===== config.mk =====
export PLATFORM = sky130hd
export DESIGN_NAME = dwip_target
export DESIGN_NICKNAME = d
export VERILOG_FILES = /design/src/dwip_pkg.sv /design/src/dwip_target.sv
export SDC_FILE = /design/constraint.sdc
export NUM_CORES = 1
export LEC_CHECK = 0
export BUFFER_PORTS_ARGS = -buffer_cell sky130_fd_sc_hd__buf_2
export CORE_ASPECT_RATIO = 1.4
export CORE_MARGIN = 2
export CORE_UTILIZATION = 59
export DETAILED_ROUTE_END_ITERATION = 12
export GPL_ROUTABILITY_DRIVEN = 1
export GPL_TIMING_DRIVEN = 0
export PLACE_DENSITY = 0.78
export SKIP_LAST_GASP = 1
export SYNTH_ARGS = -nofsm -noshare
export SYNTH_HDL_FRONTEND = slang
export SYNTH_SLANG_ARGS = --single-unit

===== constraint.sdc =====
create_clock -name clk_i -period 6.6 [get_ports clk_i]
set_input_delay 0 -clock clk_i [delete_from_list [all_inputs] [get_ports clk_i]]
set_output_delay 0 -clock clk_i [all_outputs]
set_load 0.02 [all_outputs]

===== src/dwip_pkg.sv =====
package dwip_pkg;

  localparam int SPEED_W  = 16;
  localparam int GAIN_W   = 16;
  localparam int ROUTE_W  = 3;
  localparam int DRIVE_W  = 13;
  localparam int FACTOR_W = 4;
  localparam int SCALED_W = 20;
  localparam int TARGET_W = 18;
  localparam int ERR_W    = 26;
  localparam int DP_W     = 27;
  localparam int DD_W     = 28;
  localparam int DELTA_W  = 30;
  localparam int CFG_IDX_W = 2;

  // input beat -> output register
  localparam int PIPE_STAGES = 6;

  // floor(y / 125) == (y * RECIP_M) >> RECIP_SHIFT for y < 2**25
  localparam int RECIP_SHIFT = 32;
  localparam logic [25:0] RECIP_M = 26'd34359739;

  typedef enum logic [CFG_IDX_W-1:0] {
    REG_BASE_SPEED = 2'd0,
    REG_GAIN_P     = 2'd1,
    REG_GAIN_I     = 2'd2,
    REG_GAIN_D     = 2'd3
  } cfg_reg_e;

  localparam logic [ROUTE_W-1:0] ROUTE_NORMAL   = 3'd0;
  localparam logic [ROUTE_W-1:0] ROUTE_UPHILL   = 3'd1;
  localparam logic [ROUTE_W-1:0] ROUTE_STOP     = 3'd2;
  localparam logic [ROUTE_W-1:0] ROUTE_MANEUVER = 3'd3;
  localparam logic [ROUTE_W-1:0] ROUTE_PARK     = 3'd4;

  // per-stage load strobes
  typedef struct packed {
    logic ld1;
    logic ld2;
    logic ld3;
    logic ld4;
    logic ld5;
    logic ld_out;
  } pipe_ld_t;

  // speed factor in tenths
  function automatic logic [FACTOR_W-1:0] route_factor(input logic [ROUTE_W-1:0] rc);
    logic [FACTOR_W-1:0] f;
    unique case (rc)
      ROUTE_NORMAL:   f = 4'd10;
      ROUTE_UPHILL:   f = 4'd12;
      ROUTE_STOP:     f = 4'd0;
      ROUTE_MANEUVER: f = 4'd5;
      ROUTE_PARK:     f = 4'd3;
      default:        f = 4'd10;
    endcase
    return f;
  endfunction

endpackage


===== src/dwip_target.sv =====
module dwip_target (
  input  logic                                clk_i,
  input  dwip_pkg::pipe_ld_t                  ld_i,
  input  logic [dwip_pkg::SPEED_W-1:0]        base_speed_i,
  input  logic [dwip_pkg::ROUTE_W-1:0]        route_class_i,
  output logic [dwip_pkg::TARGET_W-1:0]       target_o,
  output logic                                zero_o
);

  localparam int YW = dwip_pkg::SCALED_W + 5;
  localparam int PW = YW + 26;

  logic [dwip_pkg::SCALED_W-1:0] scaled_q;
  logic [YW-1:0]                 y;
  logic [PW-1:0]                 prod;
  logic [dwip_pkg::TARGET_W-1:0] target_q;
  logic                          zero3_q, zero4_q, zero5_q;

  // base * factor10 * 32, then / 125
  assign y    = {scaled_q, 5'b0};
  assign prod = PW'(y) * PW'(dwip_pkg::RECIP_M);

  always_ff @(posedge clk_i) begin
    if (ld_i.ld1) begin
      scaled_q <= dwip_pkg::SCALED_W'(base_speed_i) *
                  dwip_pkg::SCALED_W'(dwip_pkg::route_factor(route_class_i));
    end
    if (ld_i.ld2) begin
      target_q <= prod[dwip_pkg::RECIP_SHIFT +: dwip_pkg::TARGET_W];
    end
    if (ld_i.ld3) begin
      zero3_q <= (target_q == '0);
    end
    if (ld_i.ld4) begin
      zero4_q <= zero3_q;
    end
    if (ld_i.ld5) begin
      zero5_q <= zero4_q;
    end
  end

  assign target_o = target_q;
  assign zero_o   = zero5_q;

endmodule


Yosys cells after proc, flatten, opt, wreduce, memory -nomap -nowiden
Index checks and enable logic that the tools add are counted.

word-level totals
  word-level logic and storage cells = 14
  register bits after elaboration = 41
  bits of input ports = 26
  output and inout bits = 19

operators by class
  eq/ne operators = 4
  muxes and demuxes = 2
  reduce and logical (&&, ||, !) cells = 1
  $mul = 2

operators with widths
  cell                                                 number
  multiplier 20 x 26 -> 45 bit, second input constant  1
  multiplier 16 x 4 -> 20 bit                          1
  logical NOT 18 bit                                   1
  case mux 4 bit (4 select lines)                      1
  == test 3 x 2 -> 1 bit, second input constant        2
  two-way mux 4 bit                                    1
  == test 3 x 1 -> 1 bit, second input constant        1
  == test 3 bit, second input constant                 1

Depth between registers and ports, before layout
Gate-level depths: netlist of run 1.

  depth in word-level cells = 4
  depth in mapped cells = 22

Worst setup path before layout of run 1
OpenSTA, ideal clock, no wires.

  kind = flip-flop to flip-flop
  start = register scaled_q[14] (netlist bit)
  end = register target_q (netlist bit target_o[17]) (data pin)
  stages on the path, launching flop included = 19
  data required time = 6.462 ns
  arrival = 5.587 ns
  buffers on the path = 0
  slack = 0.875 ns
  library setup time = 0.138 ns
  period minus slack after synthesis = 5.725 ns
  cell sequence = edfxtp_1 > fa_1 > fa_1 > fa_1 > inv_1 > fa_1 > fa_1 > inv_1 > fa_1 > inv_1 > fa_1 > inv_1 > ha_1 > nand4_1 > nor2_1 > a221oi_2 > nand2_2 > or4_1 > nand4_1

between the ends
  cells in the longest elaborated chain, start to end = 1

ends and longest elaborated chain
  what                          line               RTL
  start: declaration            dwip_target.sv:13  logic [dwip_pkg::SCALED_W-1:0] scaled_q;
  start signal: assignment      dwip_target.sv:25  scaled_q <= dwip_pkg::SCALED_W'(base_speed_i) *
  multiplier 20 x 26 -> 45 bit  dwip_target.sv:21  assign prod = PW'(y) * PW'(dwip_pkg::RECIP_M);
  named net prod[49]            dwip_target.sv:15  logic [PW-1:0] prod;
  end signal: assignment        dwip_target.sv:29  target_q <= prod[dwip_pkg::RECIP_SHIFT +: dwip_pkg::TARGET_W];
  end: declaration              dwip_target.sv:16  logic [dwip_pkg::TARGET_W-1:0] target_q;

The timed path passes the listed nets, and every way through them passes these cells.
A chain may end at the register's enable or synchronous reset.

Worst setup path in the final report of run 1
  start = register scaled_q[17] (netlist bit)
  end = register target_q (netlist bit target_o[17]) (data pin)

The elaborated chain is that of the path after synthesis.

==> flow_summary.ini, run 1 <==
[floorplanning]
core_um2 = 19100
dieArea_um2 = 20600
die_w_um = 122
die_h_um = 169
start_util_pct = 59.8
io_pins = 45
row_count = 60

[finish]
final_layout_size_suffix_gt1_share_pct = 6.41
antennaDiodeCount = 0
syn2layout_area_growth_pct = 7.27
regArea_um2 = 1230
fillers = 1622
layout.nets = 1703
multi_input_comb_area_um2 = 9100

[yosys]
synthTopCellsByArea = fa_1, ha_1, edfxtp_1, inv_1, nand2_1
synth_commonest_cells = inv_1, ha_1, fa_1
synth-edff-count = 41
yosysWarnings = 0
yosysUniqueCellTypes = 61
avgSynthCellArea_um2 = 9.57
syn_area_um2 = 11500
postSynthCellCount = 1197
ys.flop_type = edfxtp_1
synth_top_area_share_pct = 30.9
ys_seq_elements = 41
yosysSeqAreaShare_pct = 10.8
yosysTopAreaCell = fa_1
async_flop_share_pct = 0
synthesis.nets = 1638
post-synth-top-count-cell = inv_1

[placement]
portBuffers = 43
routabilityCongestion = 0.955
dp_hpwl_um = 23900

[setup_path]
timing.rr.start = scaled_q[17]
path_class = flip-flop to flip-flop
required_ps = 6750
arrival_ps = 6590
r2r_end = target_o[17]
regToRegSetupSlack_ps = 160
end_kind = flip-flop
startpoint_type = flip-flop
rr_worst_depth = 18
crit_fanout = 8

[grt]
grt_overflow = 0
grt_pass1_wl_um = 44900
grt_usage_pct = 28.2
grt_pass1_vias = 9416
antenna_found_initial = 0
grt_max_degree = 21

[routing]
drtAntennaViolNets = 0
drtIter0Drc = 515
drc_errors = 0
wl_per_cell_um = 18.1
vias = 8687
wirelength_um = 27300
vias_per_cell = 5.75
dr.pass1.iters = 5

[timing]
period_share_pct = 97.6
timing.hold.ws_ps = 17.9
finalSetupViolCount = 0
clock_skew_ps = 11.0
hold_viol = 0
setup_tns_ps = 0
maxSlewHeadroom_pct = 47.3
fin_crit_ps = 6440
drv_slew = 0
worst_slew_pin_slew_ps = 768
fmax_ghz = 0.155

[clock_network]
path_clk_slew_ps = 60
cts_sinks = 41
cts_buffers = 5
tritoncts = yes
cts_htree_levels = 2
clock_path_buffers = 2
clock_latency_ps = 300
cts_root_buf = clkbuf_16

[worst_hold_path]
min_to = scaled_q[0]
holdPathStages = 2
hold_start = base_speed_i[0]
hp-class = primary input to flip-flop

[job]
cap_violations = 0

[status]
status = finished, final reports clean
[cell type report]
class                   instances  share of cell area [%]
plain buffers                  13                   0.397
clock buffers                   6                    1.05
clock inverters                 2                   0.275
inverters                     292                    8.92
multi-input cells             851                    74.1
flip-flops and latches         41                    10.0
well taps                     248                    2.53
repair buffers                 58                    2.73
[worst max-delay path by stage]
stage	cells past startpoint	from	slack [ps]	endpoint
floorplan	18	scaled_q[14]	880	target_o[17]
global placement	18	scaled_q[11]	140	target_o[5]
detailed placement	18	scaled_q[11]	90	target_o[17]
CTS	18	scaled_q[11]	70	target_o[5]
global route	18	scaled_q[15]	-3	target_o[16]
finish	18	scaled_q[17]	160	target_o[17]
[sequential cells by signal (all words and copies together), names as in the netlist]
| signal | cells |
|---|---|
| scaled_q | 20 |
| zero4_q | 1 |
| target_o | 18 |
| zero_o | 1 |
| zero3_q | 1 |
[timing repair]
item,in CTS,in global routing
hold buffers,3,0
buffers inserted,0,12
endpoints found under the setup margin,0,7
resized for setup,0,4
endpoints found under the hold margin,3,0
[placed cells by master (no fill, tap or decap), types with 6 or more instances in the layout]
master / instances
inv_1: 292
ha_1: 237
fa_1: 177
nand2_1: 84
a21oi_1: 55
buf_2: 43
edfxtp_1: 41
nor2_1: 40
o21ai_0: 26
xnor2_1: 21
and2_1: 21
nand4_1: 17
a21o_1: 16
clkbuf_1: 14
nor3_1: 14
nand3_1: 12
buf_4: 12
o21ai_1: 11
a31oi_1: 10
xor2_1: 9
nor2b_1: 8
a211oi_1: 8
o21bai_1: 6
[critical path, stage by stage (launching register included)]
cell and delay (ps):
edfxtp_1 590, fa_1 600, inv_1 50, fa_1 530, inv_1 60, fa_1 510, fa_1 470, fa_1 510
inv_1 50, fa_1 480, inv_1 50, ha_1 280, ha_1 360, a21oi_1 280, o21ai_0 160, a221oi_2 450
nand2_2 200, or4_1 540, nand4_1 140
[logic make-up after synthesis]
| kind of cell | Yosys count | share of synthesized area [%] |
|---|---|---|
| fa+ha+maj | 415 | 56.9 |
| buf+inv | 305 | 10.0 |
| simple gates | 222 | 9.33 |
| compound gates | 183 | 10.6 |
| flops | 41 | 10.8 |
| xor+xnor | 30 | 2.29 |
| mux | 1 | 0.0874 |
[metal layers]
layer,wire length (um),GRT usage (%),vias to the layer above
met5,0,0,-
met1,9920,31.8,4307
met4,1570,14.7,0
met2,14900,52.5,227
met3,920,1.85,82
li1,-,-,4071
[metrics by stage]
| stage | area, um^2 | instances | util, % | setup slack [ps] |
|---|---|---|---|---|
| after floorplan | 11500 | 1197 | - | 875 |
| after detailed placement | 12000 | 1488 | 62.6 | 87.7 |
| after global placement | 12000 | 1488 | 62.6 | 144 |
| final | 12300 | 1511 | 64.2 | 158 |
| after CTS | 12200 | 1499 | 63.6 | 71.9 |
| after global routing | 12300 | 1511 | 64.2 | -3.40 |
Power of run 1 is not shown: default switching activity piles up to over one toggle a cycle in this logic, so the estimate is an artifact.
==> inputs of run 2 (changes only) <==
--- a/config.mk
+++ b/config.mk
@@ -6,13 +6,13 @@
 export NUM_CORES = 1
 export LEC_CHECK = 0
 export BUFFER_PORTS_ARGS = -buffer_cell sky130_fd_sc_hd__buf_2
+export CAP_MARGIN = 5
 export CORE_ASPECT_RATIO = 1.4
-export CORE_MARGIN = 2
 export CORE_UTILIZATION = 59
 export DETAILED_ROUTE_END_ITERATION = 12
 export GPL_ROUTABILITY_DRIVEN = 1
 export GPL_TIMING_DRIVEN = 0
-export PLACE_DENSITY = 0.78
+export PLACE_DENSITY = 0.88
 export SKIP_LAST_GASP = 1
 export SYNTH_ARGS = -nofsm -noshare
 export SYNTH_HDL_FRONTEND = slang
==> run 2 against run 1 <==
- count of clock-buffer cells in the layout did not move
- first-iteration DRC count rose by 22%
- clock skew about the same
- register-to-register slack worse by 50 ps
- critical path depth unchanged
- final area is 0.17% lower
- sequential share of layout area is essentially flat
- via count is 3.5% higher
- worst setup slack worse by 53 ps
- largest cell class unchanged
- highest routed layer unchanged
==> flow_summary.ini, run 2 (synthesis results as in run 1) <==
[status]
status = finished, final reports clean

[finish]
final_layout_size_suffix_gt1_share_pct = 6.33
antennaDiodeCount = 0
largest_reg_flops = 20
final_cells = 1507
final_common_cell = inv_1
layout.nets = 1703
final_cell_mix = inv_1, ha_1, fa_1, nand2_1, a21oi_1
regMostFlops = scaled_q
syn2layout_area_growth_pct = 7.08

[timing]
setup_slack_ps = 104
drv_slew = 0
finalSetupViolCount = 0
setup_tns_ps = 0
fmax_ghz = 0.154
clock_skew_ps = 11.3
hold_viol = 0
period_share_pct = 98.4
fin_crit_ps = 6500
maxSlewHeadroom_pct = 52.3
worst_slew_pin_slew_ps = 695

[routing]
wirelength_um = 28200
vias = 8995
dr.pass1.iters = 5
drtAntennaViolNets = 0
vias_per_cell = 5.97
drtIter0Drc = 628
drc_errors = 0
wl_per_cell_um = 18.7

[setup_path]
regToRegSetupSlack_ps = 100
timing.rr.start = scaled_q[17]
critPathLaunch = scaled_q[17]
rr_worst_depth = 18
r2r_end = target_o[17]
crit_path_end = target_o[17]
crit_fanout = 8
arrival_ps = 6650
startpoint_type = flip-flop
required_ps = 6750
path_class = flip-flop to flip-flop
end_kind = flip-flop

[floorplanning]
io_pins = 45
die_h_um = 167
row_count = 59
die_w_um = 120
dieArea_um2 = 20000
start_util_pct = 60.8
core_um2 = 18800

[placement]
pre_cts_ws_ps = 61.7
dp_hpwl_um = 23800
placed_cells = 1484
portBuffers = 43
routabilityCongestion = 0.954

[clock_network]
clock_latency_ps = 300
cts_buffers = 5
cts_htree_levels = 2
cts_root_buf = clkbuf_16
cts_sinks = 41
tritoncts = yes
clock_path_buffers = 2
path_clk_slew_ps = 70

[worst_hold_path]
hp-class = primary input to flip-flop

[grt]
antenna_found_initial = 0
grt_max_degree = 21
grt_overflow = 0
grt_pass1_wl_um = 44400
grt_pass1_vias = 9480
grt_usage_pct = 28.6

[job]
cap_violations = 0
-- run 2: how the worst min path moves through the flow --
stage / slack [ps] / endpoint / cells after the start / from
floorplan: 110 / scaled_q[0] / 0 / ld_i[5]
global placement: 200 / zero_o / 1 / ld_i[1]
detailed placement: 200 / zero4_q / 1 / ld_i[2]
CTS: 20 / scaled_q[0] / 2 / base_speed_i[0]
global route: 40 / scaled_q[0] / 2 / base_speed_i[0]
finish: 20 / scaled_q[0] / 2 / base_speed_i[0]
-- run 2: per-stage QoR --
step / utilization [%] / area (um^2) / hold WS (ps)
2_1_floorplan: - / 11500 / 112
3_3_place_gp: 63.6 / 12000 / 197
3_5_place_dp: 63.6 / 12000 / 200
4_1_cts: 64.7 / 12200 / 18.4
5_1_grt: 65.1 / 12300 / 35.1
6_report: 65.1 / 12300 / 17.9
-- run 2: metal layers --
| metal | GRT usage (%) | up-vias | wire [um] |
|---|---|---|---|
| met5 | 0 | - | 0 |
| met4 | 18.4 | 0 | 1970 |
| met3 | 2.57 | 122 | 1500 |
| met2 | 52.6 | 373 | 14900 |
| met1 | 31.0 | 4429 | 9820 |
| li1 | - | 4071 | - |
-- run 2: layout make-up --
| class | instances | area (um^2) |
|---|---|---|
| tap | 244 | 305 |
| timing repair buffer | 58 | 335 |
| fill | 1419 | 6560 |
| inverter | 292 | 1100 |
| clock inverter | 2 | 38.8 |
| sequential | 41 | 1230 |
| buffer | 13 | 48.8 |
| multi-input combinational | 851 | 9080 |
| clock buffer | 6 | 129 |
-- run 2: timing repair --
| action | in CTS | in global routing |
|---|---|---|
| hold buffers | 3 | 0 |
| endpoints found under the hold margin | 3 | 0 |
| gates resized for setup | 0 | 1 |
| setup endpoints to repair | 0 | 5 |
| buffers inserted | 0 | 12 |
-- run 2: critical path, cell delays in order, from the launching register on --
cell	delay, ps
edfxtp_1	600
fa_1	620
inv_1	60
fa_1	530
inv_1	50
fa_1	510
fa_1	480
fa_1	510
inv_1	50
fa_1	480
inv_1	40
ha_1	260
ha_1	350
a21oi_1	280
o21ai_0	160
a221oi_2	470
nand2_2	210
or4_1	550
nand4_1	130
Power of run 2 is left out for the same reason.
