### config.mk
export PLATFORM = sky130hd
export DESIGN_NAME = dwip_lane
export DESIGN_NICKNAME = d
export VERILOG_FILES = /design/src/dwip_pkg.sv /design/src/dwip_lane.sv
export SDC_FILE = /design/constraint.sdc
export NUM_CORES = 2
export LEC_CHECK = 0
export ABC_AREA = 1
export BUFFER_PORTS_ARGS = -buffer_cell sky130_fd_sc_hd__buf_2
export CAP_MARGIN = 40
export CORE_MARGIN = 2
export CORE_UTILIZATION = 60
export DETAILED_ROUTE_END_ITERATION = 10
export PLACE_DENSITY = 0.86
export SKIP_LAST_GASP = 1
export SYNTH_ARGS = -nofsm -noshare
export SYNTH_HDL_FRONTEND = slang
export SYNTH_SLANG_ARGS = --single-unit
### constraint.sdc
create_clock -name clk_i -period 5.1 [get_ports clk_i]
set_input_delay 0.765 -clock clk_i [delete_from_list [all_inputs] [get_ports clk_i]]
set_output_delay 0.765 -clock clk_i [all_outputs]
set_load 0.005 [all_outputs]
### src/dwip_pkg.sv
package dwip_pkg;

  localparam int SPEED_W  = 16;
  localparam int GAIN_W   = 16;
  localparam int ROUTE_W  = 3;
  localparam int DRIVE_W  = 13;
  localparam int FACTOR_W = 4;
  localparam int SCALED_W = 20;
  localparam int TARGET_W = 18;
  localparam int ERR_W    = 26;
  localparam int DP_W     = 27;
  localparam int DD_W     = 28;
  localparam int DELTA_W  = 30;
  localparam int CFG_IDX_W = 2;

  // input beat -> output register
  localparam int PIPE_STAGES = 6;

  // floor(y / 125) == (y * RECIP_M) >> RECIP_SHIFT for y < 2**25
  localparam int RECIP_SHIFT = 32;
  localparam logic [25:0] RECIP_M = 26'd34359739;

  typedef enum logic [CFG_IDX_W-1:0] {
    REG_BASE_SPEED = 2'd0,
    REG_GAIN_P     = 2'd1,
    REG_GAIN_I     = 2'd2,
    REG_GAIN_D     = 2'd3
  } cfg_reg_e;

  localparam logic [ROUTE_W-1:0] ROUTE_NORMAL   = 3'd0;
  localparam logic [ROUTE_W-1:0] ROUTE_UPHILL   = 3'd1;
  localparam logic [ROUTE_W-1:0] ROUTE_STOP     = 3'd2;
  localparam logic [ROUTE_W-1:0] ROUTE_MANEUVER = 3'd3;
  localparam logic [ROUTE_W-1:0] ROUTE_PARK     = 3'd4;

  // per-stage load strobes
  typedef struct packed {
    logic ld1;
    logic ld2;
    logic ld3;
    logic ld4;
    logic ld5;
    logic ld_out;
  } pipe_ld_t;

  // speed factor in tenths
  function automatic logic [FACTOR_W-1:0] route_factor(input logic [ROUTE_W-1:0] rc);
    logic [FACTOR_W-1:0] f;
    unique case (rc)
      ROUTE_NORMAL:   f = 4'd10;
      ROUTE_UPHILL:   f = 4'd12;
      ROUTE_STOP:     f = 4'd0;
      ROUTE_MANEUVER: f = 4'd5;
      ROUTE_PARK:     f = 4'd3;
      default:        f = 4'd10;
    endcase
    return f;
  endfunction

endpackage

### src/dwip_lane.sv
module dwip_lane (
  input  logic                                 clk_i,
  input  logic                                 rst_ni,
  input  dwip_pkg::pipe_ld_t                   ld_i,
  input  logic signed [dwip_pkg::SPEED_W-1:0]  meas_i,
  input  logic [dwip_pkg::TARGET_W-1:0]        target_i,
  input  logic [dwip_pkg::GAIN_W-1:0]          gain_p_i,
  input  logic [dwip_pkg::GAIN_W-1:0]          gain_i_i,
  input  logic [dwip_pkg::GAIN_W-1:0]          gain_d_i,
  output logic signed [dwip_pkg::DELTA_W-1:0]  delta_o
);

  localparam int GW  = dwip_pkg::GAIN_W + 1;
  localparam int PPW = GW + dwip_pkg::DP_W;
  localparam int PIW = GW + dwip_pkg::ERR_W;
  localparam int PDW = GW + dwip_pkg::DD_W;

  logic signed [dwip_pkg::SPEED_W-1:0] meas1_q, meas2_q;
  logic signed [dwip_pkg::ERR_W-1:0]   tgt_s, meas_q8, e0;
  logic signed [dwip_pkg::ERR_W-1:0]   e1_q, e2_q, e3_q;
  logic signed [dwip_pkg::DP_W-1:0]    dp, dp3_q;
  logic signed [dwip_pkg::DD_W-1:0]    dd, dd3_q;
  logic signed [GW-1:0]                gp, gi, gd;
  logic signed [PPW-1:0]               pp_d, pp_q;
  logic signed [PIW-1:0]               pi_d, pi_q;
  logic signed [PDW-1:0]               pd_d, pd_q;
  logic signed [PPW-16-1:0]            tp;
  logic signed [PIW-16-1:0]            ti;
  logic signed [PDW-16-1:0]            td;
  logic signed [dwip_pkg::DELTA_W-1:0] delta_d, delta_q;

  assign tgt_s   = $signed({8'h00, target_i});
  assign meas_q8 = dwip_pkg::ERR_W'($signed({meas2_q, 8'h00}));
  assign e0      = tgt_s - meas_q8;
  assign dp      = dwip_pkg::DP_W'(e0) - dwip_pkg::DP_W'(e1_q);
  assign dd      = dwip_pkg::DD_W'(e0) - (dwip_pkg::DD_W'(e1_q) <<< 1) +
                   dwip_pkg::DD_W'(e2_q);

  assign gp   = $signed({1'b0, gain_p_i});
  assign gi   = $signed({1'b0, gain_i_i});
  assign gd   = $signed({1'b0, gain_d_i});
  assign pp_d = PPW'(gp) * PPW'(dp3_q);
  assign pi_d = PIW'(gi) * PIW'(e3_q);
  assign pd_d = PDW'(gd) * PDW'(dd3_q);

  // divide by 65536, rounding toward zero
  assign tp = (PPW-16)'((pp_q + (pp_q[PPW-1] ? PPW'(65535) : PPW'(0))) >>> 16);
  assign ti = (PIW-16)'((pi_q + (pi_q[PIW-1] ? PIW'(65535) : PIW'(0))) >>> 16);
  assign td = (PDW-16)'((pd_q + (pd_q[PDW-1] ? PDW'(65535) : PDW'(0))) >>> 16);
  assign delta_d = dwip_pkg::DELTA_W'(tp) + dwip_pkg::DELTA_W'(ti) +
                   dwip_pkg::DELTA_W'(td);

  always_ff @(posedge clk_i or negedge rst_ni) begin
    if (!rst_ni) begin
      e1_q <= '0;
      e2_q <= '0;
    end else if (ld_i.ld3) begin
      e1_q <= e0;
      e2_q <= e1_q;
    end
  end

  always_ff @(posedge clk_i) begin
    if (ld_i.ld1) begin
      meas1_q <= meas_i;
    end
    if (ld_i.ld2) begin
      meas2_q <= meas1_q;
    end
    if (ld_i.ld3) begin
      e3_q  <= e0;
      dp3_q <= dp;
      dd3_q <= dd;
    end
    if (ld_i.ld4) begin
      pp_q <= pp_d;
      pi_q <= pi_d;
      pd_q <= pd_d;
    end
    if (ld_i.ld5) begin
      delta_q <= delta_d;
    end
  end

  assign delta_o = delta_q;

endmodule

## Word-level counts from Yosys, hierarchy flattened

Index checks and enable logic that the tools add are counted.

- $add $sub $neg: 9
- Multiply operators: 3
- Divide/modulo/power cells: 0
- Magnitude comparators: 0
- Equality and inequality tests: 0
- Shifts and indexed selects: 0
- Muxes and demuxes: 3
- Bitwise gates (word level): 0
- Reductions and logical operators: 0

Operator list:

| operator | count |
|---|---|
| $mux 16 | 3 |
| $add 45x17->45 | 1 |
| $mul 17x28->45 | 1 |
| $add 44x17->44 | 1 |
| $mul 17x27->44 | 1 |
| $add 43x17->43 | 1 |
| $mul 17x25->42 | 1 |
| $add 29x29->30 | 1 |
| $add 28x27->29 | 1 |
| $add 27x25->28 | 1 |
| $sub 25x26->27 | 1 |
| $sub 25x25->26 | 1 |
| $sub 19x24->25 | 1 |

- Bits in registers: 324
- Latch bits: 0
- Memory bits (writable): 0
- Bits in read-only memories: 0
- Bits of input ports: 90
- Output and inout port bits: 30
- Memories kept: 0

## Depth between registers and ports, before layout

- Depth after elaboration: 4
- Depth in mapped cells: 27
- Depth with buffers taken out: 27

## Least setup slack after synthesis

Ideal clock, no wire load.

- Kind: input-to-reg
- Start: input port gain_d_i[3] (netlist name)
- End: register pd_q[44] (data pin)
- Data arrival time: 5887 ps
- Data required time: 4846 ps
- Setup slack: -1041 ps
- Cell stages on the path: 20
- Cells stage by stage: clkbuf_1 > buf_1 > nand2_1 > fa_1 > fa_1 > inv_1 > fa_1 > inv_1 > fa_1 > fa_1 > fa_1 > inv_1 > ha_1 > inv_1 > nor3_1 > nand2_1 > nor2_1 > nand3_1 > nand4_1 > nand2_1

- Word-level cells in the longest chain between the ends: 1

Ends and longest elaborated chain:

| element | RTL line | RTL |
|---|---|---|
| from (decl) | dwip_lane.sv:9 | `input logic [dwip_pkg::GAIN_W-1:0] gain_d_i,` |
| $mul 17x28->45 | dwip_lane.sv:44 | `assign pd_d = PDW'(gd) * PDW'(dd3_q);` |
| named net pd_d[44] | dwip_lane.sv:26 | `logic signed [PDW-1:0] pd_d, pd_q;` |
| to (signal assigned) | dwip_lane.sv:78 | `pd_q <= pd_d;` |
| to (decl) | dwip_lane.sv:26 |  |

The timed path passes the listed nets, and every way through them passes these cells.
A chain may end at the register's enable or synchronous reset.

## Final worst setup path

- Start: register dp3_q[8] (netlist name)
- End: register pp_q[23] (data pin)

- Word-level cells in the longest chain between the ends: 1

Ends and longest elaborated chain:

| element | RTL line | RTL |
|---|---|---|
| from (decl) | dwip_lane.sv:21 | `logic signed [dwip_pkg::DP_W-1:0] dp, dp3_q;` |
| from (signal assigned) | dwip_lane.sv:72 | `dp3_q <= dp;` |
| $mul 17x27->44 | dwip_lane.sv:42 | `assign pp_d = PPW'(gp) * PPW'(dp3_q);` |
| named net pp_d[23] | dwip_lane.sv:24 | `logic signed [PPW-1:0] pp_d, pp_q;` |
| to (signal assigned) | dwip_lane.sv:76 | `pp_q <= pp_d;` |
| to (decl) | dwip_lane.sv:24 |  |

The timed path passes the listed nets, and every way through them passes these cells.

==> flow_summary.ini <==
[critical_path]
r2r_cells = 21
worst_path_largest_cell_delay_ps = 610
crit_path_max_fanout = 4
critical_path_cell_count = 21
criticalPathCategory = reg -> reg
end_kind = flop
critical-path-top-cell-by-count = sky130_fd_sc_hd__fa_1
critical_path_slowest_stage_cell = sky130_fd_sc_hd__fa_1
critical_path.n_buffers_inverters = 8
crit_path_cell_trace = buf_6, buf_4, nand2_2, inv_2, fa_1, fa_1, fa_1, fa_2, fa_1, inv_2, fa_1, inv_2, ha_4, nand2_4, buf_4, nor2_4, a21oi_4, buf_4, buf_4, nand3_1, nand2_1
worst_setup_path_start_kind = flop
critical_path_arrival_ps = 6010
critical-path-top-delay-family = adder cells
cp.required_ps = 5460

[synthesis]
synth_area_leader = sky130_fd_sc_hd__fa_1
synth_top_family_by_area = adder cells
yosys.area_share.adder_pct = 43.0
ys_top_cells_by_count = sky130_fd_sc_hd__nand2_1, sky130_fd_sc_hd__inv_1, sky130_fd_sc_hd__fa_1
yosys_most_used_dff = sky130_fd_sc_hd__edfxtp_1
synth_most_common_cell = sky130_fd_sc_hd__nand2_1
mapped_avg_cell_area_um2 = 7.35
synth_area_leaders = sky130_fd_sc_hd__fa_1, sky130_fd_sc_hd__nand2_1, sky130_fd_sc_hd__inv_1
synth-edff-count = 272
share_of_synthesized_flip_flops_with_an_asynchronous_set_or_reset_pct = 15.5
synth.cell_area_um2 = 73300
yosys.area_share.simple_pct = 23.2
synth.yosys.seq_area_share_pct = 12.9
synth_fp_nets = 11811
share_of_the_synthesized_area_in_compound_gates_ao_oa_aoi_oai_pct = 3.23
proportion_of_synthesized_area_in_mux_cells_pct = 0
synth_largest_type_area_fraction_pct = 35.2
post_synth_xor_xnor_area_pct = 1.64
gate_count_after_technology_mapping = 9978
netlist-cell-type-count = 49
synth_seq_cells = 322
ys.warnings.count = 0

[placement]
detailedPlacementHpwl_um = 186000
detailed_place.area_um2 = 83500
gp_congestion = 1.02
place.port_buffers = 118

[floorplanning]
dieArea_um2 = 125000
initial_utilization_pct = 60.3
die_h_um = 354
floorplan.io_pins = 120
row_count = 128
floorplan.core_area_um2 = 122000
die_wd_um = 354

[route]
drt-vias-per-instance = 5.36
drtAntennaViolNets = 0
met1_layer_wirelength_in_the_final_routing_um = 86700
top_signal_layer_used = met5
dr.pass1.iters = 8
detailedRoute.firstIterationViolations = 6006
average_wire_length_per_cell_after_detail_routing_um = 18.3
routed_wirelength_um = 224000
post-route-drc-count = 0
met3_wirelength_um = 19400
met2WireLength_um = 105000
route.vias.total = 65646

[grt]
grt.overflow.total = 0
grt_pass1_vias = 69955
antenna_violations_before_repair = 5
first_pass_grt_wire_length_um = 358000
grt_max_degree = 69
grt_util_all_layers_pct = 36.2

[timing]
achievable-frequency_mhz = 177
setup_viol = 97
report.final.slew_viol_count = 0
unrepaired_setup_endpoints_after_global_routing = true
final-hold-violation-count = 0
tightest_slew_ps = 845
fin_crit_ps = 5640
fin_crit_sh_pct = 111
layout_setup_ws_ps = -544
relSlewSlack_pct = 43.6
timing.clock.skew_ps = 33.0
fin_worst_hold_slack_ps = 245

[finish]
drive_gt1_share_pct = 17.9
final_net_count = 12430
areaGrowthSynthToFinish_pct = 19.9
finish.utilization_pct = 72.3
finish.instance_area_um2 = 87900

[clock_network]
cts_buffers = 41
clock_tree.htree_level_count = 2
bufs_on_longest_clock_path = 3
clock_latency_ps = 650
ctsRootBufferMaster = sky130_fd_sc_hd__clkbuf_16
tritoncts_clock_tree = built
path_clk_slew_ps = 60
tritoncts_num_sinks = 322
cts-hold-fix-buffers = 0

[hold_path]
min-delay-path-class = in -> async

[run_status]
run_status = finished with violations
violated_checks = setup timing

[job]
cap_violations = 0
[cell families (layout without fill, tap and decap cells)]
| logic type | after synthesis | after routing |
|---|---|---|
| DFF | 322 | 322 |
| AOI/OAI and AO/OA | 429 | 429 |
| other | 0 | 3 |
| xor gates and xnor gates | 136 | 136 |
| and+or+nand+nor | 4200 | 4200 |
| buffers and inverters | 3148 | 3798 |
| adders and majority gates | 1743 | 1743 |
[area by class of cell]
cell class	instances	area [um^2]
Tap cell	1625	2030
Antenna cell	3	7.51
Multi-Input combinational cell	6508	56200
Timing Repair Buffer	888	8160
Inverter	2836	10700
Clock buffer	46	1040
Clock inverter	28	368
Fill cell	8898	33700
Sequential cell	322	9420
[timing repair]
| item | 4_1_cts | 5_1_grt |
|---|---|---|
| setup buffers | 59 | 49 |
| pin swaps | 262 | 236 |
| resized for setup | 319 | 286 |
| cloned | 4 | 3 |
| endpoints found under the setup margin | 94 | 114 |
[worst paths after layout]
| path | startpoint | to | slack, ps |
|---|---|---|---|
| setup / recovery | dp3_q[8] | pp_q[23] | -540 |
| hold / removal | rst_ni | e1_q[8] | 240 |
| setup reg to reg | dp3_q[8] | pp_q[23] | -540 |
| hold reg to reg | meas1_q[10] | meas2_q[10] | 420 |
| max in group asynchronous | rst_ni | e1_q[2] | 4390 |
| min in group clk_i | meas_i[11] | meas1_q[11] | 290 |
[worst register-to-register path, cell delays in order, from the launching register on]
cell and delay (ps):
sky130_fd_sc_hd__edfxtp_1 420, sky130_fd_sc_hd__buf_6 170, sky130_fd_sc_hd__buf_4 150, sky130_fd_sc_hd__nand2_2 100, sky130_fd_sc_hd__inv_2 50, sky130_fd_sc_hd__fa_1 470, sky130_fd_sc_hd__fa_1 610, sky130_fd_sc_hd__fa_1 460
sky130_fd_sc_hd__fa_2 490, sky130_fd_sc_hd__fa_1 530, sky130_fd_sc_hd__inv_2 40, sky130_fd_sc_hd__fa_1 550, sky130_fd_sc_hd__inv_2 60, sky130_fd_sc_hd__ha_4 330, sky130_fd_sc_hd__nand2_4 80, sky130_fd_sc_hd__buf_4 140
sky130_fd_sc_hd__nor2_4 170, sky130_fd_sc_hd__a21oi_4 70, sky130_fd_sc_hd__buf_4 140, sky130_fd_sc_hd__buf_4 130, sky130_fd_sc_hd__nand3_1 70, sky130_fd_sc_hd__nand2_1 120
[metrics by stage]
step	TNS (ps)	worst slack, ps	cells
after detailed placement	-87200	-1040	12068
after global routing	-50260	-687	12255
final	-31390	-544	12256
after floorplan	-27420	-442	9978
after CTS	-23980	-415	12203
after global placement	-78900	-948	12067
[placed cells by master (no fill, tap or decap), types with 43 or more instances in the layout]
cell and count:
sky130_fd_sc_hd__a21oi_1 157, sky130_fd_sc_hd__nand4_1 85, sky130_fd_sc_hd__nand2_4 85, sky130_fd_sc_hd__nand3_1 303, sky130_fd_sc_hd__buf_2 106, sky130_fd_sc_hd__dfrtp_1 50, sky130_fd_sc_hd__inv_2 135, sky130_fd_sc_hd__o21ai_0 115
sky130_fd_sc_hd__buf_4 610, sky130_fd_sc_hd__ha_4 99, sky130_fd_sc_hd__xor2_1 102, sky130_fd_sc_hd__nand2_1 2797, sky130_fd_sc_hd__nand3b_1 43, sky130_fd_sc_hd__nand2_2 217, sky130_fd_sc_hd__edfxtp_1 272, sky130_fd_sc_hd__buf_12 116
sky130_fd_sc_hd__clkbuf_16 44, sky130_fd_sc_hd__nor2_1 401, sky130_fd_sc_hd__fa_1 1202, sky130_fd_sc_hd__buf_6 45, sky130_fd_sc_hd__inv_1 2695, sky130_fd_sc_hd__fa_2 88, sky130_fd_sc_hd__nor2_4 69, sky130_fd_sc_hd__ha_1 353
sky130_fd_sc_hd__nor2_2 82
[state kept, by name, summed over array words and instances, names as in the netlist]
signal and count:
pd_q 45, pp_q 44, pi_q 42, delta_o 30, dd3_q 28, dp3_q 26, e1_q 25, e2_q 25
e3_q 25, meas1_q 16, meas2_q 16
[metal layers]
metal  track usage, %  vias to the layer above
met5                0                        -
met4             17.5                        6
met3             6.23                      819
met2             60.1                     3168
met1             46.2                    31628
li1                 -                    30025
Power is not shown: default switching activity piles up to over one toggle a cycle in this logic, so the estimate is an artifact.
