### config.mk
export PLATFORM = sky130hd
export DESIGN_NAME = dwip_merge
export DESIGN_NICKNAME = d
export VERILOG_FILES = /design/src/dwip_pkg.sv /design/src/dwip_merge.sv
export SDC_FILE = /design/constraint.sdc
export NUM_CORES = 1
export LEC_CHECK = 0
export ABC_AREA = 1
export BUFFER_PORTS_ARGS = -buffer_cell sky130_fd_sc_hd__buf_2
export CORE_MARGIN = 2
export CORE_UTILIZATION = 47
export CTS_BUF_LIST = sky130_fd_sc_hd__clkbuf_4
export CTS_CLUSTER_SIZE = 25
export DETAILED_ROUTE_END_ITERATION = 10
export GPL_TIMING_DRIVEN = 0
export PLACE_DENSITY = 0.66
export SYNTH_ARGS = -nofsm -noshare
export SYNTH_HDL_FRONTEND = slang
export SYNTH_SLANG_ARGS = --single-unit
export TNS_END_PERCENT = 100
### constraint.sdc
create_clock -name clk_i -period 4.57 [get_ports clk_i]
set_clock_uncertainty 0.1 [all_clocks]
set_input_delay 0 -clock clk_i [delete_from_list [all_inputs] [get_ports clk_i]]
set_output_delay 0 -clock clk_i [all_outputs]
set_load 0.02 [all_outputs]
### src/dwip_pkg.sv
package dwip_pkg;

  localparam int SPEED_W  = 16;
  localparam int GAIN_W   = 16;
  localparam int ROUTE_W  = 3;
  localparam int DRIVE_W  = 13;
  localparam int FACTOR_W = 4;
  localparam int SCALED_W = 20;
  localparam int TARGET_W = 18;
  localparam int ERR_W    = 26;
  localparam int DP_W     = 27;
  localparam int DD_W     = 28;
  localparam int DELTA_W  = 30;
  localparam int CFG_IDX_W = 2;

  // input beat -> output register
  localparam int PIPE_STAGES = 6;

  // floor(y / 125) == (y * RECIP_M) >> RECIP_SHIFT for y < 2**25
  localparam int RECIP_SHIFT = 32;
  localparam logic [25:0] RECIP_M = 26'd34359739;

  typedef enum logic [CFG_IDX_W-1:0] {
    REG_BASE_SPEED = 2'd0,
    REG_GAIN_P     = 2'd1,
    REG_GAIN_I     = 2'd2,
    REG_GAIN_D     = 2'd3
  } cfg_reg_e;

  localparam logic [ROUTE_W-1:0] ROUTE_NORMAL   = 3'd0;
  localparam logic [ROUTE_W-1:0] ROUTE_UPHILL   = 3'd1;
  localparam logic [ROUTE_W-1:0] ROUTE_STOP     = 3'd2;
  localparam logic [ROUTE_W-1:0] ROUTE_MANEUVER = 3'd3;
  localparam logic [ROUTE_W-1:0] ROUTE_PARK     = 3'd4;

  // per-stage load strobes
  typedef struct packed {
    logic ld1;
    logic ld2;
    logic ld3;
    logic ld4;
    logic ld5;
    logic ld_out;
  } pipe_ld_t;

  // speed factor in tenths
  function automatic logic [FACTOR_W-1:0] route_factor(input logic [ROUTE_W-1:0] rc);
    logic [FACTOR_W-1:0] f;
    unique case (rc)
      ROUTE_NORMAL:   f = 4'd10;
      ROUTE_UPHILL:   f = 4'd12;
      ROUTE_STOP:     f = 4'd0;
      ROUTE_MANEUVER: f = 4'd5;
      ROUTE_PARK:     f = 4'd3;
      default:        f = 4'd10;
    endcase
    return f;
  endfunction

endpackage

### src/dwip_merge.sv
module dwip_merge #(
  parameter int unsigned DRIVE_MAX = 5000
) (
  input  logic                                 clk_i,
  input  logic                                 rst_ni,
  input  dwip_pkg::pipe_ld_t                   ld_i,
  input  logic                                 zero_i,
  input  logic signed [dwip_pkg::DELTA_W-1:0]  left_delta_i,
  input  logic signed [dwip_pkg::DELTA_W-1:0]  right_delta_i,
  output logic [dwip_pkg::DRIVE_W-1:0]         left_drive_o,
  output logic [dwip_pkg::DRIVE_W-1:0]         right_drive_o
);

  localparam logic signed [31:0] DriveMaxS = 32'(DRIVE_MAX);

  logic [dwip_pkg::DRIVE_W-1:0] left_prev_q, right_prev_q;
  logic [dwip_pkg::DRIVE_W-1:0] left_d, right_d;
  logic [dwip_pkg::DRIVE_W-1:0] left_q, right_q;

  function automatic logic [dwip_pkg::DRIVE_W-1:0] drive_next(
    input logic [dwip_pkg::DRIVE_W-1:0]        prev,
    input logic signed [dwip_pkg::DELTA_W-1:0] delta
  );
    logic signed [31:0] sum;
    logic signed [31:0] clamped;
    sum = 32'($signed({1'b0, prev})) + 32'(delta);
    priority if (sum < 0) begin
      clamped = '0;
    end else if (sum > DriveMaxS) begin
      clamped = DriveMaxS;
    end else begin
      clamped = sum;
    end
    return clamped[dwip_pkg::DRIVE_W-1:0];
  endfunction

  assign left_d  = zero_i ? '0 : drive_next(left_prev_q, left_delta_i);
  assign right_d = zero_i ? '0 : drive_next(right_prev_q, right_delta_i);

  always_ff @(posedge clk_i or negedge rst_ni) begin
    if (!rst_ni) begin
      left_prev_q  <= '0;
      right_prev_q <= '0;
    end else if (ld_i.ld_out) begin
      left_prev_q  <= left_d;
      right_prev_q <= right_d;
    end
  end

  always_ff @(posedge clk_i) begin
    if (ld_i.ld_out) begin
      left_q  <= left_d;
      right_q <= right_d;
    end
  end

  assign left_drive_o  = left_q;
  assign right_drive_o = right_q;

endmodule

* After elaboration in Yosys (flattened, before gate mapping)
Cells that the tools add are included.
Operators by class: add/sub/neg operators 2, order comparisons 4, muxes and demuxes 6
Operators by type and width (number):
- 2-to-1 mux 13 bit | 6
- adder 14 x 30 -> 31 bit | 2
- > comparator 31 x 14 -> 1 bit (second input constant) | 2
- less-than comparator 31 x 1 -> 1 bit (second input constant) | 2
Word-level totals: bits in registers 52, input bits 69, output and inout port bits 26

* Logic depth before layout (Yosys ltp)
Gate-level depths: netlist of run 1.
depth in word-level cells 5, depth in mapped cells 21, depth with buffers taken out 20

* Worst setup path before layout of run 1
No wires, ideal clock.
kind reg-to-reg, start register right_prev_q[0] in the netlist's numbering, end register right_q (netlist bit right_drive_o[3]) (data pin), setup time 0.265 ns, arrival time 2.328 ns, required time 4.205 ns, slack 1.877 ns, stages on the path, launching flop included 21, cells stage by stage dfrtp_1 ha_1 fa_1 nand3_1 nand3_1 nand2_1 nand2_2 nand2_1 nand2_1 nand2_1 nand2_1 nand2_1 nand2_1 nor2_1 nand2_1 nor2_1 nand2_1 nand2_2 and2_4 buf_6 a21oi_1
On the way: cells in the longest elaborated chain, start to end 5, elaborated cells on any way between the ends 6, classes of those cells 1 x add/sub; 2 x order compare; 3 x mux
RTL lines:
- start: declaration | RTL line dwip_merge.sv:16 | logic [dwip_pkg::DRIVE_W-1:0] left_prev_q, right_prev_q;
- start signal: assignment | RTL line dwip_merge.sv:46 | right_prev_q <= right_d;
- adder 14 x 30 -> 31 bit * | RTL line dwip_merge.sv:26 | sum = 32'($signed({1'b0, prev})) + 32'(delta);
- > comparator 31 x 14 -> 1 bit | RTL line dwip_merge.sv:29 | end else if (sum > DriveMaxS) begin
- 2-to-1 mux 13 bit | RTL line dwip_merge.sv:29
- 2-to-1 mux 13 bit * | RTL line dwip_merge.sv:27 | priority if (sum < 0) begin
- 2-to-1 mux 13 bit * | RTL line dwip_merge.sv:38 | assign right_d = zero_i ? '0 : drive_next(right_prev_q, right_delta_i);
- named net right_d (one bit) | RTL line dwip_merge.sv:17 | logic [dwip_pkg::DRIVE_W-1:0] left_d, right_d;
- end signal: assignment | RTL line dwip_merge.sv:53 | right_q <= right_d;
- end: declaration | RTL line dwip_merge.sv:18 | logic [dwip_pkg::DRIVE_W-1:0] left_q, right_q;
The timed path passes the listed nets; every way through them passes the cells marked *. A chain may end at the register's enable or synchronous reset.

* Worst setup path in the final report of run 1
start register right_prev_q[0] in the netlist's numbering, end register right_q (netlist bit right_drive_o[8]) (data pin)
The elaborated chain is that of the path after synthesis.

==> summary.md, run 1 <==
| Metric | Value |
|---|---|
| Crit end category | flip-flop |
| Complex-gate fraction of the synthesized area | 5.33% |
| Setup repair bufs after CTS | 0 |
| Post-Syn Nets | 993 |
| ANT nets after route | 0 |
| Worst EP required | 4600 ps |
| Largest net degree at the start of global routing | 28 |
| Wire length per cell | 13.0 µm |
| Fmax | 0.309 GHz |
| Yosys warnings | 0 |
| Most common cell after layout, fill and taps aside | nand2_1 |
| Clock Pin Slew Worst Setup and Hold Paths | 150 ps |
| GP Congestion | 0.921 |
| # fillers | 1243 |
| Initial antenna violation count | 0 |
| Commonest cells after routing, fill and taps aside | 299 x nand2_1, 126 x inv_1, 104 x nor2_1, 91 x buf_2, 89 x nand3_1 |
| Synthesized area | 5490 µm² |
| H-tree levels | 2 |
| Port Buffers | 89 |
| Crit share post-route | 70.7% |
| Layout area overhead | 13.6% |
| Clock sinks | 52 |
| Die Width | 112 µm |
| Crit Path Category | reg2reg |
| Vias/cell | 5.03 |
| Die ar. | 12600 µm² |
| GRT Total Usage | 24.1% |
| Synth Area in Simple Gates | 48.8% |
| Main combinational cell family by area after synthesis | simple AND/OR/NAND/NOR gates |
| CTS tree | yes |
| Vias in the first global route | 5338 |
| Post-cts gate resize count | 0 |
| Die Span Y | 112 µm |
| Multiplexer share of the synthesized area | 0% |
| Max-slew violations | 0 |
| Clk_lat worst skew | 370 ps |
| Core area | 11400 µm² |
| Fraction of registers with async set/reset | 50.0% |
| Global-route wire length before repair | 24900 µm |
| Slew margin rel. | 57.1% |
| Initial DRC count | 370 |
| Final setup vio count | 0 |
| Power density cells | 211 nW/µm² |
| Diode count | 0 |
| XOR/XNOR share of the synthesized area | 2.55% |
| Critical Path Fanout Max | 6 |
| Post-Route WL | 14800 µm |
| Unrepaired setup endpoints after global routing | no |
| Pleak | 3.39 nW |
| Final Hold Viols | 0 |
| Syn Area/Cell | 6.13 µm² |
| Setup TNS | 0 ps |
| FF-to-FF setup slack | 1340 ps |
| Syn Inst Count | 896 |
| DRC Markers | 0 |
| Yosys cell types | 38 |
| Crit start category | flip-flop |
| Post-synth EDFFs | 26 |
| Post-Place Worst Slack | 1380 ps |
| Clk buf depth | 2 |
| Max-Cap Viols | 0 |
| Initial Util | 48.1% |
| FP Rows | 39 |
| Outcome | complete, no violations |
| Io pins | 95 |
| Final worst setup slack | 1340 ps |
| Final net count | 1093 |
| Sequential element share of the synthesized area | 26.1% |
| Total grt overflow | 0 |
| Layout cell share with drive strength beyond 1 | 15.2% |
| Hold Path Class | in2async |
| Hpwl dp | 12500 µm |
| Clock tree root driver cell | clkbuf_4 |
| Vias | 5731 |
| Cts bufs inserted | 5 |
| DR pass1 iterations | 5 |
| Maximum vdd ir drop | 0.141 mV |
| Ys flop type | edfxtp_1 |
| Pin slew with the least headroom to its limit | 644 ps |
| Yosys reg bits | 52 |
| Synthesized-area fraction occupied by adder cells | 6.65% |
| Crit path DAT | 3260 ps |
| Hold_buf cts | 4 |
| Final Critical Period | 3230 ps |
==> cells by family after synthesis <==
logic type               Yosys count
XOR/XNOR                          16
buffers and inverters            148
AND/OR/NAND/NOR                  596
adder cells (fa/ha/maj)           28
flip-flops                        52
AO/OA/AOI/OAI                     56
==> cells in the mapped netlist, types with 9 or more instances <==
cell,count,area share [%]
inv_1,126,8.6
nand2_1,299,20
inv_2,9,0.62
nor2_2,14,1.6
nand2_2,15,1.7
nand4_1,28,3.2
dfrtp_1,26,12
nand3b_1,18,2.5
a21oi_1,43,3.9
xor2_1,10,1.6
edfxtp_1,26,14
nand3_1,89,8.1
nor3_1,15,1.4
ha_1,26,5.9
nor2_1,104,7.1
==> worst max-delay path: stages, from the launching register on <==
cell and delay [ps]:
dfrtp_1 430, ha_1 210, fa_1 400, nand3_1 140, nand3_1 170, nand2_1 120
nand2_2 90, nand2_1 90, nand2_1 100, nand2_1 140, nand2_1 60, nand2_1 50
nand2_1 50, nor2_1 90, nand2_1 50, nor2_1 130, nand2_1 80, nand2_2 130
and2_4 160, buf_6 120, a21oi_1 70
==> path summary, 6_finish.rpt <==
| path | from | to | cells past startpoint |
|---|---|---|---|
| worst max-delay path | right_prev_q[0]$_DFFE_PN0P_ | right_drive_o[8]$_DFFE_PP_ | 20 |
| worst min-delay path | rst_ni | left_prev_q[2]$_DFFE_PN0P_ | 2 |
| worst max register to register | right_prev_q[0]$_DFFE_PN0P_ | right_drive_o[8]$_DFFE_PP_ | 20 |
| worst min register to register | right_prev_q[3]$_DFFE_PN0P_ | right_prev_q[3]$_DFFE_PN0P_ | 2 |
| max in group asynchronous | rst_ni | left_prev_q[10]$_DFFE_PN0P_ | 2 |
| min in group clk_i | left_delta_i[29] | left_prev_q[4]$_DFFE_PN0P_ | 6 |
==> registers in the layout, summed over array words and instances, names as in the netlist <==
register,count
left_prev_q,13
right_prev_q,13
left_drive_o,13
right_drive_o,13
==> layout make-up <==
| type | count | area (µm²) | share of cell area (%) |
|---|---|---|---|
| multi-input combinational | 696 | 3480 | 55.7 |
| sequential | 52 | 1430 | 23.0 |
| inverter | 136 | 510 | 8.19 |
| timing repair buffer | 93 | 485 | 7.78 |
| tap | 143 | 179 | 2.87 |
| buffer | 12 | 73.8 | 1.18 |
| clock inverter | 3 | 42.5 | 0.682 |
| clock buffer | 5 | 37.5 | 0.602 |
==> per-layer routing <==
layer / vias up / track usage [%] / part of all wire [%]
met5: - / 0 / 0
met4: 0 / 6.26 / 1.7
met3: 19 / 2.43 / 5.6
met2: 160 / 39.2 / 44
met1: 2489 / 34.7 / 49
li1: 3063 / - / -
==> metrics by stage <==
step | util (%) | area, µm² | total power [W] | cells | hold slack [ps]
4_1_cts | 54.6 | 6240 | 0.00132 | 1140 | 44.2
5_1_grt | 54.6 | 6240 | 0.00142 | 1140 | 72.8
2_1_floorplan | - | 5490 | 0.000896 | 896 | -396
3_5_place_dp | 53.6 | 6120 | 0.00106 | 1128 | -54.9
3_3_place_gp | 53.6 | 6120 | 0.00105 | 1128 | -51.2
6_report | 54.6 | 6240 | 0.00131 | 1140 | 42.4
==> where the power goes <==
group | leakage [nW] | total, W | switching, W | internal (W)
clock network | 0.0428 | 0.000262 | 0.000147 | 0.000115
registers | 0.593 | 0.000537 | 0.0000161 | 0.000521
logic | 2.75 | 0.000515 | 0.000348 | 0.000167
(Power assumes the default switching activity.)
==> run 2: changes to the inputs <==
Settings changed: ABC_AREA 1 to 0, PLACE_DENSITY 0.66 to 0.7.
Clock period 4.57 ns to 2.8 ns, I/O delays scaled along.
==> run 2 against run 1 <==
Effect of this change:
- the flow now finishes with violations (negative setup slack)
- maximum frequency fell by 7.8%
- setup slack lost 2000 ps
- sequential power is 59% higher
- cell area increased by 1.8%
- utilization increased by 11 points
- cell count shrank 32%
- register-to-register slack got worse by 2000 ps
- flip-flop and latch count stayed put
- critical path type unchanged
==> summary.md, run 2 <==
| Metric | Value |
|---|---|
| Reg2reg start | right_prev_q[0]$_DFFE_PN0P_ |
| Clock Pin Slew Worst Setup and Hold Paths | 150 ps |
| Crit start category | flip-flop |
| Yosys reg bits | 52 |
| Worst EP required | 2990 ps |
| Met1 GRT Util | 35.3% |
| Maximum vdd ir drop | 0.184 mV |
| Die Width | 104 µm |
| Die Span Y | 104 µm |
| Diode count | 0 |
| Slowest-stage cell, CP | or4_4 |
| Placed cell area | 5400 µm² |
| Area leader, netlist | edfxtp_1 |
| Commonest cells in the netlist | 35 x a21oi_1, 32 x nand2_1, 28 x nor2_1 |
| Unrepaired setup endpoints after global routing | yes |
| Top post-synthesis cells by area | edfxtp_1 17%, dfrtp_1 14%, ha_1 6.9% |
| GR Layer Usage met3 | 3.63% |
| Slew margin rel. | 56.3% |
| Wire length per cell | 18.4 µm |
| Final net count | 738 |
| Initial DRC count | 290 |
| Largest net degree at the start of global routing | 29 |
| Grt met2 use | 39.3% |
| Crit Path Category | reg2reg |
| Crit path top cell by count | buf_4 |
| Post-synth EDFFs | 26 |
| Worst hold start | right_delta_i[1] |
| H-tree levels | 2 |
| CTS tree | yes |
| Critical Path Fanout Max | 6 |
| Hold Path Class | in2reg |
| Core area | 9730 µm² |
| Cts bufs inserted | 5 |
| DRC Markers | 0 |
| Most common cell after layout, fill and taps aside | buf_2 |
| Power density cells | 309 nW/µm² |
| Vias in the first global route | 4511 |
| DR pass1 iterations | 5 |
| Final Hold Viols | 0 |
| Initial Util | 48.4% |
| Die ar. | 10800 µm² |
| Sequential element share of the synthesized area | 30.4% |
| Port Buffers | 88 |
| Pin slew with the least headroom to its limit | 656 ps |
| Syn Area/Cell | 9.28 µm² |
| Clock tree root driver cell | clkbuf_4 |
| Family with the most delay on the worst path | compound AO/OA/AOI/OAI gates |
| Syn Inst Count | 507 |
| Vias/cell | 6.21 |
| Critical path launch point | right_prev_q[0]$_DFFE_PN0P_ |
| Critical path buffer and inverter count | 3 |
| Fraction of registers with async set/reset | 50.0% |
| Clk buf depth | 2 |
| Layout area overhead | 34.9% |
| Post-Route WL | 14300 µm |
| Commonest cells after routing, fill and taps aside | 93 x buf_2, 30 x nand2_1, 26 x buf_4, 26 x edfxtp_1, 26 x dfrtp_1 |
| Failing checks | negative setup slack |
| Final setup vio count | 52 |
| Io pins | 95 |
| Top-area cell type share of the netlist area | 16.6% |
| Crit share post-route | 125% |
| Ys flop type | edfxtp_1 |
| Most used routing layer | met2 |
| CP peak stage delay | 580 ps |
| Top-count cell post-synth | a21oi_1 |
| Cells along the critical path | ha_4 -> fa_2 -> a211oi_4 -> o21a_4 -> buf_4 -> a311oi_4 -> or4_4 -> a221oi_4 -> buf_12 -> nor4_4 -> buf_4 -> a22o_1 |
| Crit path DAT | 3700 ps |
| Crit end category | flip-flop |
| Clock sinks | 52 |
| Pleak | 2.59 nW |
| GRT Total Usage | 24.5% |
| Yosys cell types | 89 |
| Synthesized area | 4700 µm² |
| # fillers | 815 |
| Max-Cap Viols | 0 |
| Final worst setup slack | -707 ps |
| Post-Layout Cell Count | 775 |
| Global-route wire length before repair | 22300 µm |
| Fmax | 0.285 GHz |
| Placed Cells | 728 |
| Total grt overflow | 0 |
| Vias | 4815 |
| Max-slew violations | 0 |
| Clk_lat worst skew | 380 ps |
| Final instance area | 6350 µm² |
| Final Critical Period | 3510 ps |
| ANT nets after route | 0 |
| Layout cell share with drive strength beyond 1 | 40.3% |
| Initial antenna violation count | 0 |
| Hpwl dp | 10400 µm |
| FP Rows | 36 |
| GP Congestion | 0.887 |
| Yosys warnings | 0 |
| Outcome | finished with violations |
| Post-Syn Nets | 604 |
==> run 2: cells by family after synthesis <==
logic type,synth area share (%)
flip-flops,30.4
buffers and inverters,3.56
AO/OA/AOI/OAI,29.6
adder cells (fa/ha/maj),7.77
multiplexers,0.718
AND/OR/NAND/NOR,23.1
XOR/XNOR,4.84
==> run 2: worst register-to-register path: cells and delay by family (launching register included) <==
| kind | cells | cell delay, ps |
|---|---|---|
| flip-flops | 1 | 440 |
| AO/OA/AOI/OAI | 5 | 1180 |
| adder cells (fa/ha/maj) | 2 | 610 |
| buffers and inverters | 3 | 450 |
| AND/OR/NAND/NOR | 2 | 620 |
==> run 2: path summary, 6_finish.rpt <==
path | slack [ps] | cells after the start | to
max | -710 | 12 | right_prev_q[10]$_DFFE_PN0P_
min | 30 | 3 | right_prev_q[1]$_DFFE_PN0P_
max reg2reg | -710 | 12 | right_prev_q[10]$_DFFE_PN0P_
min reg2reg | 450 | 1 | right_prev_q[4]$_DFFE_PN0P_
max in group asynchronous | 2120 | 2 | left_prev_q[1]$_DFFE_PN0P_
min in group asynchronous | 60 | 2 | right_prev_q[4]$_DFFE_PN0P_
==> run 2: per-stage QoR <==
step | utilization, % | hold slack [ps] | setup WS, ps | TNS (ps) | total power [W]
3_3_place_gp | 55.5 | -56.2 | -787 | -30960 | 0.00147
5_1_grt | 65.3 | 34.8 | -804 | -38120 | 0.00206
4_1_cts | 61.4 | 37.0 | -610 | -25110 | 0.00190
2_1_floorplan | - | -396 | -368 | -12050 | 0.00128
3_5_place_dp | 55.5 | -38.3 | -842 | -33110 | 0.00148
6_report | 65.3 | 30.4 | -707 | -30660 | 0.00196
==> run 2: cell type report <==
| class | count | area (µm²) | area share [%] |
|---|---|---|---|
| sequential | 52 | 1430 | 22.5 |
| buffer | 17 | 104 | 1.64 |
| multi-input combinational | 418 | 3680 | 57.9 |
| clock inverter | 3 | 18.8 | 0.296 |
| inverter | 18 | 67.6 | 1.06 |
| clock buffer | 5 | 37.5 | 0.591 |
| timing repair buffer | 129 | 847 | 13.3 |
| tap | 133 | 166 | 2.62 |
==> run 2: timing repair <==
item | 4_1_cts | 5_1_grt
pin swaps | 35 | 41
setup endpoints to repair | 52 | 52
hold buffers | 3 | 0
buffers inserted | 24 | 15
gates cloned | 0 | 1
resized for setup | 54 | 44
hold endpoints to repair | 30 | 0
==> run 2: where the power goes <==
part           switching, W  internal (W)  leakage, nW
Sequential        0.0000174      0.000837        0.606
Clock              0.000251     0.0000973       0.0349
Combinational      0.000460      0.000302         1.95
==> run 2: routing by layer <==
layer / up-vias / part of all wire [%]
li1: 2281 / -
met1: 2335 / 46
met2: 180 / 47
met3: 19 / 5.7
met4: 0 / 1.4
met5: - / 0
